==> config.mk <==
export PLATFORM = sky130hd
export DESIGN_NAME = tcpu_alu
export DESIGN_NICKNAME = d
export VERILOG_FILES = /design/src/hw/rtl/tcpu_pkg.sv /design/src/hw/rtl/tcpu_alu.sv
export SDC_FILE = /design/constraint.sdc
export NUM_CORES = 1
export LEC_CHECK = 0
export ABC_AREA = 1
export BUFFER_PORTS_ARGS = -buffer_cell sky130_fd_sc_hd__buf_2
export CORE_MARGIN = 4
export CORE_UTILIZATION = 33
export DETAILED_ROUTE_END_ITERATION = 10
export GPL_ROUTABILITY_DRIVEN = 0
export PLACE_DENSITY = 0.64
export SLEW_MARGIN = 20
export SYNTH_ARGS = -nofsm -noshare
export SYNTH_HDL_FRONTEND = slang
export SYNTH_SLANG_ARGS = --single-unit
==> constraint.sdc <==
create_clock -name vclk -period 3.2
set_input_delay 0.32 -clock vclk [all_inputs]
set_output_delay 0.32 -clock vclk [all_outputs]
set_load 0.02 [all_outputs]
==> src/hw/rtl/tcpu_pkg.sv <==
// Shared types and constants for the tiny CPU instruction step block.
// No dependencies.
package tcpu_pkg;

  localparam int MemBytes   = 4096;
  localparam int AddrW      = 12;
  localparam logic [11:0] StackStart = 12'd3840;

  localparam logic [1:0] MODE_LOAD = 2'd0;
  localparam logic [1:0] MODE_STEP = 2'd1;
  localparam logic [1:0] MODE_PORT = 2'd2;

  localparam logic [6:0] OP_HLT  = 7'h00;
  localparam logic [6:0] OP_LDR  = 7'h01;
  localparam logic [6:0] OP_LDM  = 7'h02;
  localparam logic [6:0] OP_STI  = 7'h03;
  localparam logic [6:0] OP_STR  = 7'h04;
  localparam logic [6:0] OP_ADD  = 7'h05;
  localparam logic [6:0] OP_SUB  = 7'h06;
  localparam logic [6:0] OP_CMP  = 7'h07;
  localparam logic [6:0] OP_JZ   = 7'h08;
  localparam logic [6:0] OP_JN   = 7'h09;
  localparam logic [6:0] OP_JC   = 7'h0A;
  localparam logic [6:0] OP_JNC  = 7'h0B;
  localparam logic [6:0] OP_JBE  = 7'h0C;
  localparam logic [6:0] OP_JA   = 7'h0D;
  localparam logic [6:0] OP_JMP  = 7'h0E;
  localparam logic [6:0] OP_JNZ  = 7'h0F;
  localparam logic [6:0] OP_JNN  = 7'h10;
  localparam logic [6:0] OP_PUSH = 7'h11;
  localparam logic [6:0] OP_POP  = 7'h12;
  localparam logic [6:0] OP_CALL = 7'h13;
  localparam logic [6:0] OP_RET  = 7'h14;
  localparam logic [6:0] OP_IN   = 7'h15;
  localparam logic [6:0] OP_OUT  = 7'h16;

  localparam logic [2:0] FLAG_Z = 3'b001;
  localparam logic [2:0] FLAG_C = 3'b010;
  localparam logic [2:0] FLAG_N = 3'b100;

  typedef struct packed {
    logic        we;
    logic [11:0] addr;
    logic [7:0]  wdata;
  } mem_req_t;

endpackage

==> src/hw/rtl/tcpu_alu.sv <==
// 9-bit add/subtract unit with flag generation, shared by ADD, SUB and CMP.
// Depends on tcpu_pkg.
module tcpu_alu (
  input  logic [7:0] a,
  input  logic [7:0] b,
  input  logic       sub,
  output logic [7:0] result,
  output logic [2:0] flags
);
  import tcpu_pkg::*;

  logic [8:0] sum;
  logic       neg;

  always_comb begin
    sum = sub ? ({1'b0, a} - {1'b0, b}) : ({1'b0, a} + {1'b0, b});
    neg = sub && (a < b);
    result = sum[7:0];
    if (sum == 9'd0) begin
      flags = FLAG_Z;
    end else if (neg) begin
      flags = FLAG_N;
    end else if (sum[8]) begin
      flags = FLAG_C;
    end else begin
      flags = 3'b000;
    end
  end

endmodule

**After elaboration in Yosys (flattened, before gate mapping)**

Index checks and enable logic that the tools add are counted.

- Output and inout bits: 11
- Input bits: 17
- Word-level logic and storage cells: 9
- Flip-flop bits (word level): 0

- Magnitude comparators: 1
- Reduce and logical (&&, ||, !) cells: 2
- Add/sub/neg operators: 2
- Muxes and demuxes: 4

Operators by type and width:

| operator | number |
|---|---|
| $add 8x8->9 | 1 |
| $logic_not 9->1 | 1 |
| $mux 9 | 1 |
| $sub 8x8->9 | 1 |
| $lt 8x8->1 | 1 |
| $mux 3 | 2 |
| $mux 2 | 1 |
| $logic_and 1x1->1 | 1 |

**Longest topological paths before layout**

- Depth in word-level cells: 5
- Gate-level depth with buffers: 15

**Worst setup path after synthesis**

OpenSTA, ideal clock, no wires.

- Kind: input port to output port
- Start point: in a[0]
- End point: out flags[0]
- Stages on the path: 12
- Data arrival time: 1.987 ns
- Path buffers: 0
- Slack: 0.893 ns
- Cell sequence: inv_1 -> ha_1 -> inv_1 -> fa_1 -> nand2_1 -> o21ai_1 -> or2_1 -> nor2_1 -> nand3_1 -> nor2_1 -> nand2_1 -> nor2_2

- Word-level cells in the longest chain between the ends: 4
- Elaborated cells between the ends (all ways): 8
- Those cells by class: add/sub (2); order compare (1); mux (3); reduce/logical (2)

Ends and longest elaborated chain:

| item | RTL line | source |
|---|---|---|
| start, declared | tcpu_alu.sv:4 | `input logic [7:0] a,` |
| $add 8x8->9 / $sub 8x8->9 (equally long branches) | tcpu_alu.sv:16 | `sum = sub ? ({1'b0, a} - {1'b0, b}) : ({1'b0, a} + {1'b0, b});` |
| $mux 9 * | tcpu_alu.sv:16 |  |
| named net result[1] | tcpu_alu.sv:7 | `output logic [7:0] result,` |
| $logic_not 9->1 * | tcpu_alu.sv:19 | `if (sum == 9'd0) begin` |
| $mux 3 * | tcpu_alu.sv:19 |  |
| end, declared | tcpu_alu.sv:8 | `output logic [2:0] flags` |

The timed path passes the listed nets; every way through them passes the cells marked *.

**Final worst setup path**

- Start point: in a[0]
- End point: out flags[0]

- Word-level cells in the longest chain between the ends: 4
- Elaborated cells between the ends (all ways): 8
- Those cells by class: add/sub (2); order compare (1); mux (3); reduce/logical (2)

Ends and longest elaborated chain:

| item | RTL line |
|---|---|
| $add 8x8->9, or another cell as far along | tcpu_alu.sv:16 |
| $mux 9 / $logic_and 1x1->1 (equally long branches) | tcpu_alu.sv:16, tcpu_alu.sv:17 |
| $logic_not 9->1 / $mux 3 (equally long branches) | tcpu_alu.sv:19, tcpu_alu.sv:21 |
| $mux 3 * | tcpu_alu.sv:19 |

Mark *: on every way between the ends. The rest lies on a longest branch, timed or not.

==> impl_summary.txt <==
----------------------------------------------------
[Die]
  Number of placed I/O pins ... 28
  Initial Utilization ... 0.352
  Die extent in x ... 59.9 um
  Die span in y ... 59.9 um
  Cell Rows ... 18
  Std-Cell Core Area ... 0.00252 mm2
  Area enclosed by the die boundary ... 0.00359 mm2

[Cells and area]
  Number of flip-flops and latches ... 0
  Final Net Count ... 222
  Combined area of the multi-input logic cells ... 742 um2
  Post-Layout Cell Count ... 215
  Storage cell area ... 0 um2
  Layout cells sized above 1 ... 0.216
  Number of diodes ... 0
  Most frequent cells in the layout ... nand2_1 (56), inv_1 (30), buf_2 (28)
  Area Overhead vs Synth ... 17.0%
  Fill cells ... 294
  Number of clock buffers in the layout ... 0
  Most common cell after layout, fill and taps aside ... nand2_1

[Drt]
  Met3 routed wirelength ... 50 um
  Metal1 wirelength ... 1.01 mm
  Final wirelength ... 1.94 mm
  Routed via count ... 963
  Pre-antenna DRT Iters ... 4
  Post-detailed-route count of antenna-violating nets ... 0
  Metal2 WL ... 878 um
  Routed wirelength normalized by instance count ... 9.04 um
  Vias per inst ... 4.48
  Highest metal layer with signal wires ... met3
  Iteration-0 DRC Markers ... 9
  Remaining DRCs ... 0

[Timing]
  Headroom to the max-slew limit ... 0.810
  Transition time at the pin with the least slew margin ... 284 ps
  Fin crit share ... 0.742
  Final Slew Violations ... 0
  Max Fclk ... 421 MHz
  Setup repair after global routing missed its margin ... false
  Final TNS setup ... 0 ps
  Count of final setup violators ... 0
  Final Hold Viols ... 0
  Post-layout min period ... 2370 ps

[Run]
  Max-cap violation count ... 0

[Clock tree]
  Quantity of hold-fixing buffers added after cts ... 0
  Resized cells post-CTS ... 0
  Number of buffers added for setup after CTS ... 0

[Logic synthesis]
  Proportion of synthesized chip area in sequential cells ... 0
  Post-Synthesis Cell Area ... 888 um2
  Post-Synthesis Net Count ... 195
  Cells after Synth ... 160
  Number of distinct standard cells referenced by the synthesized netlist ... 25
  Syn_area_per_cell ... 5.55 um2
  Number of warning messages in the yosys log ... 0

[Power]
  Power density over the cells ... 201 mW/mm2
  Leakage power ... 0.666 nW
  Peak supply drop ... 0.0828 mV

[Status]
  Result of the run ... complete, no violations

[Global route]
  Pin count of the biggest net entering global routing ... 12
  First-pass GRT wire length ... 3.44 mm
  Number of global-route vias before repair ... 831
  GR Overflow Total ... 0
  Aggregate global-route resource usage ... 0.116
  Number of antenna violations at the first check in global routing ... 0

[Worst setup path]
  Setup Crit Path Kind ... in -> out
  Req. time, crit path ... 2880 ps
  Max FO, Critical Path ... 2
  Kind of end point of the critical path ... output pin
  Startpoint types ... input pin
  Data arrival time at the worst-slack endpoint ... 2050 ps

[Placed design]
  Post-DP HPWL ... 1.74 mm
  Cell total after placement ... 215
  Number of buffers added on ports ... 28

[Worst hold path]
  Type of the most critical hold path ... in -> out

----------------------------------------------------
-- critical path: stages --
cell	delay, ps
buf_2	90
inv_1	40
ha_1	180
inv_1	80
fa_1	410
nand2_1	70
o21ai_1	60
or2_1	200
nor2_1	100
nand3_1	80
nor2_1	130
nand2_1	70
nor2_2	70
buf_2	160
-- stage by stage --
stage | instance area (um2) | hold WS [ps] | setup WS [ps] | util | total power, mW
floorplan | 888 | 826 | 893 | - | 0.157
detailed placement | 1040 | 1030 | 779 | 0.412 | 0.210
finish | 1040 | 1030 | 827 | 0.412 | 0.209
CTS | 1040 | 1030 | 775 | 0.412 | 0.211
global placement | 1040 | 1040 | 814 | 0.412 | 0.212
global route | 1040 | 1070 | 612 | 0.412 | 0.237
-- layer usage --
metal	vias up	track usage
li1	549	-
met1	403	0.177
met2	11	0.191
met3	0	0.00216
met4	0	0
met5	-	0
-- final timing paths --
check,from,endpoint,cells after the start
min,b[0],result[0],4
max,a[0],flags[0],14
-- synthesized netlist by cell type (all sizes together) --
library cell   n  area (um2)
fa             2        40.0
o2111ai        1        8.76
a21oi          8        55.1
inv           32         120
o211ai         1        7.51
a211oi         1        7.51
xor2           1        8.76
ha            16         200
clkbuf         1        3.75
buf            2        22.5
nand4          2        12.5
nor2          13        53.8
or2            2        15.0
nand2         59         229
nand3         16        85.1
o21ai          3        18.8
-- area by class of cell --
| class | count | share of cell area |
|---|---|---|
| inverters | 32 | 0.116 |
| multi-input cells | 125 | 0.714 |
| repair buffers | 28 | 0.135 |
| well taps | 30 | 0.0361 |
-- logic make-up (layout without fill, tap and decap cells) --
kind of cell	count (synthesis)	in the layout	share of synthesized area
simple gates	92	92	0.445
xor+xnor	1	1	0.00986
compound gates	14	14	0.110
buf+inv	35	60	0.165
fa+ha+maj	18	18	0.270
-- power by group --
part	internal (mW)	switching [mW]
Clock	0	0
Combinational	0.0756	0.133
Sequential	0	0
(Power assumes the default switching activity.)
